[config.mk]
export PLATFORM = sky130hd
export DESIGN_NAME = pmp_div
export DESIGN_NICKNAME = d
export VERILOG_FILES = /design/src/rtl/pmp_pkg.sv /design/src/rtl/pmp_div.sv
export SDC_FILE = /design/constraint.sdc
export NUM_CORES = 1
export LEC_CHECK = 0
export ABC_AREA = 1
export BUFFER_PORTS_ARGS = -buffer_cell sky130_fd_sc_hd__clkbuf_2
export CAP_MARGIN = 20
export CORE_MARGIN = 1
export CORE_UTILIZATION = 39
export CTS_CLUSTER_DIAMETER = 30
export CTS_CLUSTER_SIZE = 20
export DETAILED_ROUTE_END_ITERATION = 6
export HOLD_SLACK_MARGIN = 0.12
export PLACE_DENSITY = 0.56
export SYNTH_ARGS = -nofsm -noshare
export SYNTH_HDL_FRONTEND = slang
export SYNTH_SLANG_ARGS = --single-unit
[constraint.sdc]
create_clock -name clock -period 6.8 [get_ports clock]
set_clock_uncertainty 0.15 [all_clocks]
set_input_delay 1.36 -clock clock [delete_from_list [all_inputs] [get_ports clock]]
set_output_delay 1.36 -clock clock [all_outputs]
set_load 0.1 [all_outputs]
[src/rtl/pmp_pkg.sv]
// shared types, widths and command codes for the polygon mass properties block
package pmp_pkg;

   localparam int COORD_W        = 12;
   localparam int MAX_VERTS_DEF  = 256;
   localparam int COORD_BITS_DEF = 12;

   localparam int CSR_IDX_W  = 2;
   localparam int CSR_DATA_W = 16;

   localparam logic [CSR_IDX_W-1:0] CSR_CENTER_X = 2'd0;
   localparam logic [CSR_IDX_W-1:0] CSR_CENTER_Y = 2'd1;
   localparam logic [CSR_IDX_W-1:0] CSR_DENSITY  = 2'd2;
   localparam logic [CSR_IDX_W-1:0] CSR_MASS     = 2'd3;

   // long division: 57 x 16 bit product over a divisor of up to 35 bits
   localparam int DIV_N_W   = 73;
   localparam int DIV_D_W   = 35;
   localparam int DIV_CNT_W = $clog2(DIV_N_W + 1);

   localparam int MUL_SEL_W = 4;
   localparam logic [MUL_SEL_W-1:0] MUL_NONE = 4'd0;
   localparam logic [MUL_SEL_W-1:0] MUL_AB   = 4'd1;
   localparam logic [MUL_SEL_W-1:0] MUL_BA   = 4'd2;
   localparam logic [MUL_SEL_W-1:0] MUL_CN   = 4'd3;
   localparam logic [MUL_SEL_W-1:0] MUL_DN   = 4'd4;
   localparam logic [MUL_SEL_W-1:0] MUL_NXX  = 4'd5;
   localparam logic [MUL_SEL_W-1:0] MUL_NYY  = 4'd6;
   localparam logic [MUL_SEL_W-1:0] MUL_CXX  = 4'd7;
   localparam logic [MUL_SEL_W-1:0] MUL_CYY  = 4'd8;
   localparam logic [MUL_SEL_W-1:0] MUL_W    = 4'd9;

   localparam int ACC_OP_W = 3;
   localparam logic [ACC_OP_W-1:0] ACC_NONE     = 3'd0;
   localparam logic [ACC_OP_W-1:0] ACC_AREA_ADD = 3'd1;
   localparam logic [ACC_OP_W-1:0] ACC_AREA_SUB = 3'd2;
   localparam logic [ACC_OP_W-1:0] ACC_CR_LOAD  = 3'd3;
   localparam logic [ACC_OP_W-1:0] ACC_CR_SUB   = 3'd4;
   localparam logic [ACC_OP_W-1:0] ACC_S_LOAD   = 3'd5;
   localparam logic [ACC_OP_W-1:0] ACC_S_ADD    = 3'd6;
   localparam logic [ACC_OP_W-1:0] ACC_W_ADD    = 3'd7;

   localparam int FMUL_SEL_W = 2;
   localparam logic [FMUL_SEL_W-1:0] FMUL_NONE = 2'd0;
   localparam logic [FMUL_SEL_W-1:0] FMUL_AREA = 2'd1;
   localparam logic [FMUL_SEL_W-1:0] FMUL_W_D  = 2'd2;
   localparam logic [FMUL_SEL_W-1:0] FMUL_W_M  = 2'd3;

   typedef struct packed {
      logic signed [COORD_W-1:0] vertex_x;
      logic signed [COORD_W-1:0] vertex_y;
      logic                      last_vertex;
   } req_type;

   typedef struct packed {
      logic signed [31:0] twice_area_signed;
      logic [46:0]        mass_out;
      logic [62:0]        moment_by_density;
      logic [40:0]        moment_by_mass;
      logic               zero_area_flag;
      logic               saturated_flag;
      logic               too_many_flag;
   } rsp_type;

   typedef struct packed {
      logic                  accept;
      logic                  load_close;
      logic [MUL_SEL_W-1:0]  mul_sel;
      logic [ACC_OP_W-1:0]   acc_op;
      logic [FMUL_SEL_W-1:0] fmul_sel;
      logic                  cap_mass;
      logic                  div_start;
      logic                  div_by_cross;
      logic                  cap_md;
      logic                  out_load;
   } cmd_type;

   typedef struct packed {
      logic edge_ok;
      logic in_last;
      logic div_busy;
      logic cross_zero;
   } status_type;

endpackage

[src/rtl/pmp_div.sv]
// bit-serial restoring divider, one quotient bit per cycle
module pmp_div (
   input  logic                         clock,
   input  logic                         reset,
   input  logic                         start,
   input  logic [pmp_pkg::DIV_N_W-1:0]  dividend,
   input  logic [pmp_pkg::DIV_D_W-1:0]  divisor,
   output logic                         busy,
   output logic [pmp_pkg::DIV_N_W-1:0]  quotient
);
   import pmp_pkg::*;

   logic [DIV_CNT_W-1:0] cnt_ff;
   logic [DIV_D_W-1:0]   rem_ff;
   logic [DIV_D_W-1:0]   div_ff;
   logic [DIV_N_W-1:0]   quo_ff;
   logic [DIV_D_W:0]     trial;
   logic [DIV_D_W:0]     diff;
   logic                 fits;

   assign trial = {rem_ff, quo_ff[DIV_N_W-1]};
   assign diff  = trial - {1'b0, div_ff};
   assign fits  = trial >= {1'b0, div_ff};

   always_ff @(posedge clock) begin
      if (reset) begin
         cnt_ff <= '0;
      end else if (start) begin
         cnt_ff <= DIV_CNT_W'(DIV_N_W);
      end else if (cnt_ff != '0) begin
         cnt_ff <= cnt_ff - 1'b1;
      end
   end

   always_ff @(posedge clock) begin
      if (start) begin
         rem_ff <= '0;
         div_ff <= divisor;
         quo_ff <= dividend;
      end else if (cnt_ff != '0) begin
         rem_ff <= fits ? diff[DIV_D_W-1:0] : trial[DIV_D_W-1:0];
         quo_ff <= {quo_ff[DIV_N_W-2:0], fits};
      end
   end

   assign busy     = cnt_ff != '0;
   assign quotient = quo_ff;

endmodule

# == Word level (Yosys, flattened, before mapping) ==
# Index checks and enable logic that the tools add are counted.
# totals
register_bits,150
output_inout_bits,74
mem_count,0
wordCells,16
romBits,0
latch_bits,0
ramBits,0
# op_classes
add_sub_neg,2
eq_ne,0
bitwise,0
n_shift,0
muxes,5
mul,0
reduce_logical,3
div,0
order_cmp,1
# op_table
op,n
73-bit 2-to-1 mux,2
36-bit by 35-bit >= comparator with 1-bit output,1
35-bit 2-to-1 mux,1
35-bit subtractor,1
7-bit 2-to-1 mux,2
7-bit nonzero test,1
7-bit by 1-bit subtractor with 7-bit output (second input constant),1
2-bit nonzero test,1
2-bit OR reduction,1

# == Logic depth before layout (Yosys ltp) ==
# Gate-level depths: netlist (run 1).
# depth
ltp_word,3
ltp_mapped,16

# == Worst setup path before layout (run 1) ==
# Ideal clock, no wire load.
# synth_timing
path_kind,flip-flop to flip-flop
from,"register quo_ff[72], in the netlist quotient[72]"
to,register rem_ff[10]
path_buffers,1
path_slack_ns,3.749
t_required_ns,6.484
path_stages_with_launch,15
period_less_slack_ns,3.051
arrival_time_ns,2.735
path_cell_list,edfxtp_1 inv_1 ha_1 fa_1 o21ai_2 nand2_2 nand3b_4 nand2_2 nand2_2 nand2_4 nand2_8 buf_6 nand2_1 nand3_1 o21ai_1
# synth_via
elab_chain_cells,2
# synth_lines
element,line,text
start: declaration,pmp_div.sv:16,logic [DIV_N_W-1:0] quo_ff;
start signal: assignment,pmp_div.sv:39,quo_ff <= dividend;
start signal: assignment,pmp_div.sv:42,"quo_ff <= {quo_ff[DIV_N_W-2:0], fits};"
35-bit subtractor / 36-bit by 35-bit >= comparator with 1-bit output (equally long branches),"pmp_div.sv:22, pmp_div.sv:23",
35-bit 2-to-1 mux (*),pmp_div.sv:41,rem_ff <= fits ? diff[DIV_D_W-1:0] : trial[DIV_D_W-1:0];
end signal: assignment,pmp_div.sv:41,
end: declaration,pmp_div.sv:14,logic [DIV_D_W-1:0] rem_ff;
# Every way passes the cells marked *; elsewhere a longest branch is shown, timed or not.
# A chain may end at the register's enable or synchronous reset.

# == Worst setup path in the final report (run 1) ==
# layout_timing
from,input start
to,"register quo_ff[51], in the netlist quotient[51] (enable)"
# layout_via
elab_chain_cells,1
# layout_lines
element,line,text
start: declaration,pmp_div.sv:5,"input logic start,"
2-bit nonzero test (no source line),--,
# No other way between the ends.

==> flow_summary.yaml, run 1 <==
timing:
  worstMarginPinSlew_ns: 1.00
  setup_viol: 0
  rsz0062_at_grt: "no"
  slew_headroom_pct: 32.9
  hold_violations: 0
  fin_crit_ns: 4.03
  layout_setup_ws_ns: 2.77
  fin_tns_setup_ns: 0
  slew_viol_final: 0
  fin_crit_sh_pct: 59.2
  max_clock_freq_mhz: 248
placement:
  dp_slack_ns: 2.25
  port_buffers: 184
  dpl.hpwl_mm: 17.4
  gp_congestion: 0.903
logic_synthesis:
  ys_types: 39
  seq_area_frac_synth_pct: 46.4
  yosys_warnings: 0
  synth_top_family_by_area: "simple AND/OR/NAND/NOR gates"
  syn_avg_cell_area_sq_um: 7.60
  syn_area_sq_um: 8800
  synth_adder_area_share_pct: 5.34
  syn_nets: 1306
  synth_seq_cells: 150
  synth-simple-area-share_pct: 32.9
  yosys.area_share.xor_xnor_pct: 1.99
  synthCells: 1158
  synth_compound_area_share_pct: 4.62
  muxShareOfSynthArea_pct: 0
setup_path:
  crit_fanout: 52
  critPathRequiredTime_ns: 6.77
  start_kind: "primary input"
  crit_arrival_ns: 4.00
  crit_type: "in -> reg"
  end_kind: "flip-flop"
outcome:
  violations: "DRC"
  status: "complete, but fails checks"
grt:
  grt_pass1_vias: 7631
  gr-total-overflow: 0
  grt_pass1_wl_mm: 38.8
  antenna_found_initial: 1
  grt_max_degree: 70
  grt_use_total_pct: 21.1
die:
  initial_core_util_pct: 40.1
  die_w_microns: 152
  ios: 185
  core_area_sq_um: 22000
  die_area_sq_um: 23200
  die_h_microns: 152
  rows: 54
job:
  cap_violations: 0
pwr:
  power_density_nw_per_um2: 421
  vdd_drop_max_mv: 0.168
  p_leak_uw: 0.00546
cts:
  cts_root_buffer: "clkbuf_16"
  ctsHoldBuffers: 0
  clk-insertion-delay-late_ns: 0.43
  cts_buffers: 17
  cts_resized: 0
  clockBufferDepth: 2
  cts_max_level: 4
  clk_pin_slew_worst_paths_ns: 0.07
  cts_tree: "built"
  cts_setup_buffers: 0
  cts.sinks: 150
drt:
  drc: 2
  wirelength_mm: 23.7
  drt_iter0_drc: 453
  dr.pass1.iters: 7
  viasPerCell: 4.79
  wire_per_inst_microns: 14.6
  ant_nets: 0
  num_vias: 7792
final_layout:
  nets: 1482
  final.fill_count: 2211
  final_common_cell: "nand2_1"
  syn_to_final_growth_pct: 19.4
  drive_above_1_share_pct: 19.2
  final_cell_mix: "nand2_1, clkbuf_2, inv_1, edfxtp_1, nand3_1"
min_path:
  hp-class: "reg -> reg"
-- path summary, 6_finish.rpt --
check                  to  depth (start not counted)  slack [ns]      start
max          quotient[51]                          4        2.77      start
min             cnt_ff[6]                          2        0.32  cnt_ff[6]
max reg2reg  quotient[51]                          8        3.01  cnt_ff[0]
min reg2reg     cnt_ff[6]                          2        0.32  cnt_ff[6]
-- worst max-delay path, stage by stage --
cell and delay [ns]:
buf_4 0.29, nor2_2 0.70, clkinv_2 0.95, buf_4 0.62
-- flip-flops by register name, indices dropped and copies added (netlist names) --
signal and cells:
rem_ff 35, cnt_ff 7, quotient 73, div_ff 35
-- cell type report --
cell class / count / area, sq um / share of cell area (%)
tap: 280 / 350 / 3.33
clock buffer: 18 / 429 / 4.08
clock inverter: 14 / 134 / 1.27
antenna: 1 / 2.50 / 0.0238
timing repair buffer: 188 / 953 / 9.07
inverter: 160 / 602 / 5.73
sequential: 150 / 4080 / 38.9
multi-input combinational: 817 / 3960 / 37.6
-- metrics by stage --
step           power, uW  instances  utilization [%]  hold slack (ns)  instance area [sq um]
6_report            4430       1628             47.9            0.315                  10500
5_1_grt             4730       1628             47.9            0.337                  10500
4_1_cts             4450       1627             47.9            0.315                  10500
3_5_place_dp        3510       1595             45.3            0.303                   9950
3_3_place_gp        3510       1595             45.3            0.305                   9950
2_1_floorplan       3110       1158                -            0.284                   8800
-- power by group --
part           switching (uW)  internal (uW)
clock network             442            484
registers                 113           1180
logic                    1580            618
-- cell usage after synthesis (all sizes together) --
| library cell | n | area, sq um |
|---|---|---|
| a211oi | 1 | 7.51 |
| a21oi | 29 | 164 |
| a31oi | 3 | 18.8 |
| buf | 17 | 116 |
| clkbuf | 14 | 52.6 |
| clkinv | 1 | 3.75 |
| dfxtp | 42 | 841 |
| edfxtp | 108 | 3240 |
| fa | 1 | 20.0 |
| ha | 36 | 450 |
| inv | 159 | 597 |
| nand2 | 488 | 1870 |
| nand3 | 97 | 526 |
| nand3b | 15 | 125 |
| nand4 | 4 | 25.0 |
| nor2 | 75 | 294 |
| nor3 | 7 | 35.0 |
| nor4 | 1 | 12.5 |
| o21ai | 32 | 164 |
| o21bai | 7 | 52.6 |
| or3 | 1 | 6.26 |
| xnor2 | 17 | 149 |
| xor2 | 3 | 26.3 |
-- metal layers --
| metal | global-route usage [%] | wire length, microns | part of all wire (%) | vias up |
|---|---|---|---|---|
| met3 | 6.51 | 1790 | 7.6 | 28 |
| met4 | 6.12 | 427 | 1.8 | 0 |
| met1 | 27.0 | 10800 | 46 | 3529 |
| met2 | 34.4 | 10700 | 45 | 215 |
| li1 | - | - | - | 4020 |
| met5 | 0 | 0 | 0 | - |
-- cells by family after synthesis --
kind of cell / after synthesis
and+or+nand+nor: 688
buffers and inverters: 191
DFF: 150
AOI/OAI and AO/OA: 72
adders and majority gates: 37
xor gates and xnor gates: 20
No activity file was read; power rests on OpenSTA's default activity.
==> inputs of run 2 (changes only) <==
--- a/config.mk
+++ b/config.mk
@@ -5,7 +5,7 @@
 export SDC_FILE = /design/constraint.sdc
 export NUM_CORES = 1
 export LEC_CHECK = 0
-export ABC_AREA = 1
+export ABC_AREA = 0
 export BUFFER_PORTS_ARGS = -buffer_cell sky130_fd_sc_hd__clkbuf_2
 export CAP_MARGIN = 20
 export CORE_MARGIN = 1
@@ -14,7 +14,7 @@
 export CTS_CLUSTER_SIZE = 20
 export DETAILED_ROUTE_END_ITERATION = 6
 export HOLD_SLACK_MARGIN = 0.12
-export PLACE_DENSITY = 0.56
+export PLACE_DENSITY = 0.59
 export SYNTH_ARGS = -nofsm -noshare
 export SYNTH_HDL_FRONTEND = slang
 export SYNTH_SLANG_ARGS = --single-unit
==> constraint.sdc (replaced) <==
create_clock -name clock -period 3.7 [get_ports clock]
set_clock_uncertainty 0.15 [all_clocks]
set_input_delay 0.74 -clock clock [delete_from_list [all_inputs] [get_ports clock]]
set_output_delay 0.74 -clock clock [all_outputs]
set_load 0.1 [all_outputs]
==> run 2 against run 1 <==
Effect of this change: the run now ends clean; wire length down 19%; first-iteration DRC count decreased by 46%; sequential share of layout area grew 2.4 points; clock power rose by 87%; largest cell class unchanged; non-clock buffer count up 9; largest power group unchanged; via count fell by 23%; global-route usage decreased by 2.1 points; hold slack gained 0.014 ns; total power rose by 43%; synthesized cell count fell by 39%.
==> flow_summary.yaml, run 2 <==
logic_synthesis:
  synth.top_cells.by_count: "edfxtp_1, mux2_2, nor2_1"
  ys_types: 64
  synth_area_leaders: "edfxtp_1, dfxtp_1, mux2_2"
  syn_area_sq_um: 8100
  synth_seq_cells: 150
  seq_area_frac_synth_pct: 50.4
  synth_enable_flop_cells: 108
  synth_ff_type: "edfxtp_1"
  yosys_warnings: 0
  async_flop_share_pct: 0
  yosysTopAreaCellShare_pct: 40.1
  syn_avg_cell_area_sq_um: 11.5
  synthCells: 706
  yosys.area.top_type: "edfxtp_1"
  syn_nets: 854
  synth_most_common_cell: "edfxtp_1"
cts:
  clk-insertion-delay-late_ns: 0.43
  clockBufferDepth: 2
  cts_max_level: 4
  clk_pin_slew_worst_paths_ns: 0.07
  cts_tree: "built"
  cts_buffers: 17
  cts.sinks: 150
  cts_resized: 0
  cts_setup_buffers: 0
  cts_root_buffer: "clkbuf_16"
  ctsHoldBuffers: 0
timing:
  fin_crit_ns: 3.35
  fin_crit_sh_pct: 90.4
  hold_violations: 0
  whs_ns: 0.329
  setup_viol: 0
  max_clock_freq_mhz: 299
  rsz0062_at_grt: "no"
  slew_viol_final: 0
  worstMarginPinSlew_ns: 0.585
  slew_headroom_pct: 61.1
  fin_tns_setup_ns: 0
pwr:
  vdd_drop_max_mv: 0.420
  power_uw: 6310
  power_density_nw_per_um2: 637
  p_leak_uw: 0.00432
setup_path:
  rr_endpoint: "rem_ff[27]"
  cp_slowest_stage_delay_ns: 0.40
  crit_buf_inv: 2
  crit_type: "reg -> reg"
  timing.rr.start: "quotient[72]"
  path_cells: "inv_1, ha_2, fa_1, nor2b_1, o2111ai_1, a21bo_4, a21oi_4, o31ai_4, a31oi_4, o21ba_2, buf_4, o31a_4, a21oi_2, a211oi_2"
  crit_fanout: 12
  start_kind: "flip-flop"
  critPathTopFamily: "compound AO/OA/AOI/OAI gates"
  cp.depth: 14
  slowest_stage: "fa_1"
  crit_arrival_ns: 3.55
  end_kind: "flip-flop"
  critPathRequiredTime_ns: 3.90
  crit_end: "rem_ff[27]"
  r2r_cells: 14
  ff2ff_setup_slack_ns: 0.35
  critical_path.startpoint: "quotient[72]"
final_layout:
  stdcell_count: 1172
  n_antenna_cell: 0
  drive_above_1_share_pct: 35.3
  final_cell_mix: "clkbuf_2, edfxtp_1, mux2_2, nor2_1, nand2_1"
  syn_to_final_growth_pct: 22.4
  final_common_cell: "clkbuf_2"
  nets: 1037
  largest_reg_flops: 73
drt:
  drc: 0
  wire_per_inst_microns: 16.4
  ant_nets: 0
  num_vias: 5968
  viasPerCell: 5.09
  dr.pass1.iters: 5
  wirelength_mm: 19.2
  drt_iter0_drc: 243
grt:
  met2_usage_pct: 31.1
  antenna_found_initial: 0
  grt_use_total_pct: 19.0
  met3_usage_pct: 6.50
  grt_pass1_vias: 6140
  gr-total-overflow: 0
  grt_pass1_wl_mm: 31.9
  grt_max_degree: 92
  grt-busiest-layer: "met2"
  globalRouteMet1Util_pct: 24.0
die:
  ios: 185
  initial_core_util_pct: 39.9
  die_w_microns: 146
  rows: 52
  core_area_sq_um: 20300
  die_h_microns: 146
  die_area_sq_um: 21300
min_path:
  min_from: "divisor[8]"
  hp-class: "in -> reg"
placement:
  dp_cells: 1140
  port_buffers: 184
  dpl.hpwl_mm: 13.9
  gp_congestion: 0.829
job:
  cap_violations: 0
outcome:
  status: "completed"
run 2: report_power, final:
part	internal [uW]	switching [uW]
sequential	2080	143
clock	903	822
combinational	613	1740
total	3600	2710
run 2: final cells by class:
cell class	instances	area (sq um)
Clock buffer	17	425
Clock inverter	15	160
Fill cell	1960	10400
Inverter	47	176
Multi-Input combinational cell	476	3650
Sequential cell	150	4080
Tap cell	270	338
Timing Repair Buffer	197	1070
run 2: worst min path at each step:
stage                 endpoint  slack, ns  cells after the start
detailed placement  rem_ff[20]       0.32                      2
global placement    rem_ff[34]       0.32                      2
floorplan           rem_ff[34]       0.29                      2
global route         div_ff[8]       0.31                      1
CTS                  div_ff[8]       0.31                      1
finish               div_ff[8]       0.33                      1
run 2: per-layer routing:
metal	part of all wire, %	vias up
met3	7.6	17
met5	0	-
met4	1.4	0
met1	45	2794
met2	46	192
li1	-	2965
run 2: metrics by stage:
| stage | util (%) | worst slack, ns | area (sq um) |
|---|---|---|---|
| global route | 48.8 | 0.0980 | 9910 |
| detailed placement | 45.9 | 0.378 | 9320 |
| global placement | 45.9 | 0.376 | 9320 |
| CTS | 48.8 | 0.342 | 9910 |
| finish | 48.8 | 0.353 | 9910 |
| floorplan | - | 0.00369 | 8100 |
run 2: kinds of logic (layout without fill, tap and decap cells):
| family | after synthesis | count (layout) | synth area share [%] |
|---|---|---|---|
| AO/OA/AOI/OAI | 156 | 156 | 13.8 |
| flip-flops | 150 | 150 | 50.4 |
| AND/OR/NAND/NOR | 150 | 150 | 8.28 |
| multiplexers | 100 | 100 | 13.5 |
| buffers and inverters | 80 | 276 | 4.51 |
| adder cells (fa/ha/maj) | 37 | 37 | 5.81 |
| XOR/XNOR | 33 | 33 | 3.57 |
run 2: worst register-to-register path, delay by kind of cell (launching register included):
| kind | cells | cell delay, ns |
|---|---|---|
| flops | 1 | 0.34 |
| fa+ha+maj | 2 | 0.59 |
| simple gates | 1 | 0.18 |
| buf+inv | 2 | 0.31 |
| compound gates | 9 | 1.70 |
==> inputs of run 3 (changes only) <==
--- a/config.mk
+++ b/config.mk
@@ -14,6 +14,7 @@
 export CTS_CLUSTER_SIZE = 20
 export DETAILED_ROUTE_END_ITERATION = 6
 export HOLD_SLACK_MARGIN = 0.12
+export MAX_ROUTING_LAYER = met4
 export PLACE_DENSITY = 0.59
 export SYNTH_ARGS = -nofsm -noshare
 export SYNTH_HDL_FRONTEND = slang
==> run 3 against run 2 <==
Effect of this change: clock power is essentially flat; fmax increased by 0.12%; hold slack got worse by 0.0029 ns; largest power group unchanged; clock-buffer cell count is the same; highest routed layer unchanged; combinational power about the same; critical endpoint unchanged; sequential power barely moved; register-to-register slack hardly changed.
==> flow_summary.yaml, run 3 (same netlist as run 2, synthesis figures left out) <==
die:
  die_h_microns: 146
  die_w_microns: 146
  core_area_sq_um: 20300
  initial_core_util_pct: 39.9
  die_area_sq_um: 21300
  rows: 52
  ios: 185
job:
  cap_violations: 0
setup_path:
  crit_buf_inv: 2
  critPathTopFamily: "compound AO/OA/AOI/OAI gates"
  start_kind: "flip-flop"
  path_cells: "inv_1, ha_2, fa_1, nor2b_1, o2111ai_1, a21bo_4, a21oi_4, o31ai_4, a31oi_4, o21ba_2, buf_4, o31a_4, a21oi_2, a211oi_2"
  critPathRequiredTime_ns: 3.90
  end_kind: "flip-flop"
  crit_type: "reg -> reg"
  cp_slowest_stage_delay_ns: 0.40
  slowest_stage: "fa_1"
  crit_arrival_ns: 3.55
  crit_fanout: 12
cts:
  cts_buffers: 17
  cts_setup_buffers: 0
  cts_max_level: 4
  cts_tree: "built"
  cts_root_buffer: "clkbuf_16"
  clk-insertion-delay-late_ns: 0.44
  clockBufferDepth: 2
  clk_pin_slew_worst_paths_ns: 0.07
  ctsHoldBuffers: 0
  cts.sinks: 150
  cts_resized: 0
grt:
  gr-total-overflow: 0
  grt_pass1_vias: 6162
  grt_pass1_wl_mm: 31.8
  grt_max_degree: 92
  antenna_found_initial: 0
  grt_use_total_pct: 19.6
drt:
  num_vias: 5976
  drt-met1-wl_mm: 8.78
  wire_per_inst_microns: 16.4
  ant_nets: 0
  wl_met2_mm: 8.96
  highest-signal-layer: "met4"
  dr_wl_met3_mm: 1.32
  viasPerCell: 5.10
  dr.pass1.iters: 4
  drt_iter0_drc: 268
  wirelength_mm: 19.3
  drc: 0
pwr:
  vdd_drop_max_mv: 0.421
  power_density_nw_per_um2: 637
  p_sw_share_pct: 43.0
  seqPwrFrac_pct: 35.3
  switchingPower_uw: 2710
  pwr-share-clk_pct: 27.4
  p_leak_uw: 0.00432
  internal_power_uw: 3600
  p_comb_share_pct: 37.4
timing:
  hold_violations: 0
  slew_headroom_pct: 61.0
  slew_viol_final: 0
  rsz0062_at_grt: "no"
  worstMarginPinSlew_ns: 0.588
  setup_viol: 0
  fin_crit_sh_pct: 90.3
  fin_tns_setup_ns: 0
  layout_setup_ws_ns: 0.357
  fin_crit_ns: 3.34
  max_clock_freq_mhz: 299
placement:
  place_area_sq_um: 9320
  dp_slack_ns: 0.378
  dpl.hpwl_mm: 13.9
  gp_congestion: 0.841
  port_buffers: 184
final_layout:
  nets: 1037
  largest_reg_flops: 73
  syn_to_final_growth_pct: 22.4
  fin_util_pct: 48.8
  final_common_cell: "clkbuf_2"
  fin_area_sq_um: 9910
  drive_above_1_share_pct: 35.3
  n_antenna_cell: 0
  final_cell_mix: "clkbuf_2, edfxtp_1, mux2_2, nor2_1, nand2_1"
  final.fill_count: 1960
outcome:
  status: "completed"
min_path:
  hp-class: "in -> reg"
-- run 3: cell counts in the layout (fill, tap and decap cells not counted) --
Identical to the previous run, type by type.
-- run 3: cell type report --
cell class | count | area [sq um] | share of cell area, %
Clock inverter | 15 | 160 | 1.62
Clock buffer | 17 | 425 | 4.29
Sequential cell | 150 | 4080 | 41.2
Multi-Input combinational cell | 476 | 3650 | 36.8
Timing Repair Buffer | 197 | 1070 | 10.8
Tap cell | 270 | 338 | 3.41
Inverter | 47 | 176 | 1.78
-- run 3: worst register-to-register path, cell delays in order, from the launching register on --
cell,delay [ns]
edfxtp_1,0.34
inv_1,0.06
ha_2,0.19
fa_1,0.40
nor2b_1,0.18
o2111ai_1,0.18
a21bo_4,0.26
a21oi_4,0.15
o31ai_4,0.10
a31oi_4,0.22
o21ba_2,0.40
buf_4,0.24
o31a_4,0.15
a21oi_2,0.05
a211oi_2,0.20
-- run 3: worst paths after layout --
kind / cells after the start / to / slack, ns / start
worst max-delay path: 14 / rem_ff[27] / 0.36 / quotient[72]
worst min register to register: 2 / rem_ff[20] / 0.33 / rem_ff[20]
worst min-delay path: 1 / div_ff[8] / 0.33 / divisor[8]
worst max register to register: 14 / rem_ff[27] / 0.36 / quotient[72]
-- run 3: power by group through the flow --
| stage | Clock, uW | Sequential [uW] | Combinational, uW |
|---|---|---|---|
| after floorplan | 0 | 3250 | 919 |
| after global placement | 0 | 2260 | 2360 |
| after detailed placement | 0 | 2260 | 2360 |
| after CTS | 1770 | 2230 | 2370 |
| after global routing | 1840 | 2260 | 2510 |
| final | 1730 | 2230 | 2360 |
-- run 3: metrics by stage --
stage,hold WS [ns],std cells,total power (uW)
after global routing,0.307,1172,6620
after detailed placement,0.321,1140,4620
after CTS,0.310,1172,6370
after floorplan,0.291,706,4170
final,0.326,1172,6310
after global placement,0.317,1140,4620
-- run 3: layer usage --
metal | up-vias | track usage [%]
met4 | 0 | 5.10
met3 | 14 | 5.66
met1 | 2816 | 24.5
li1 | 2961 | -
met2 | 185 | 31.1
met5 | - | -
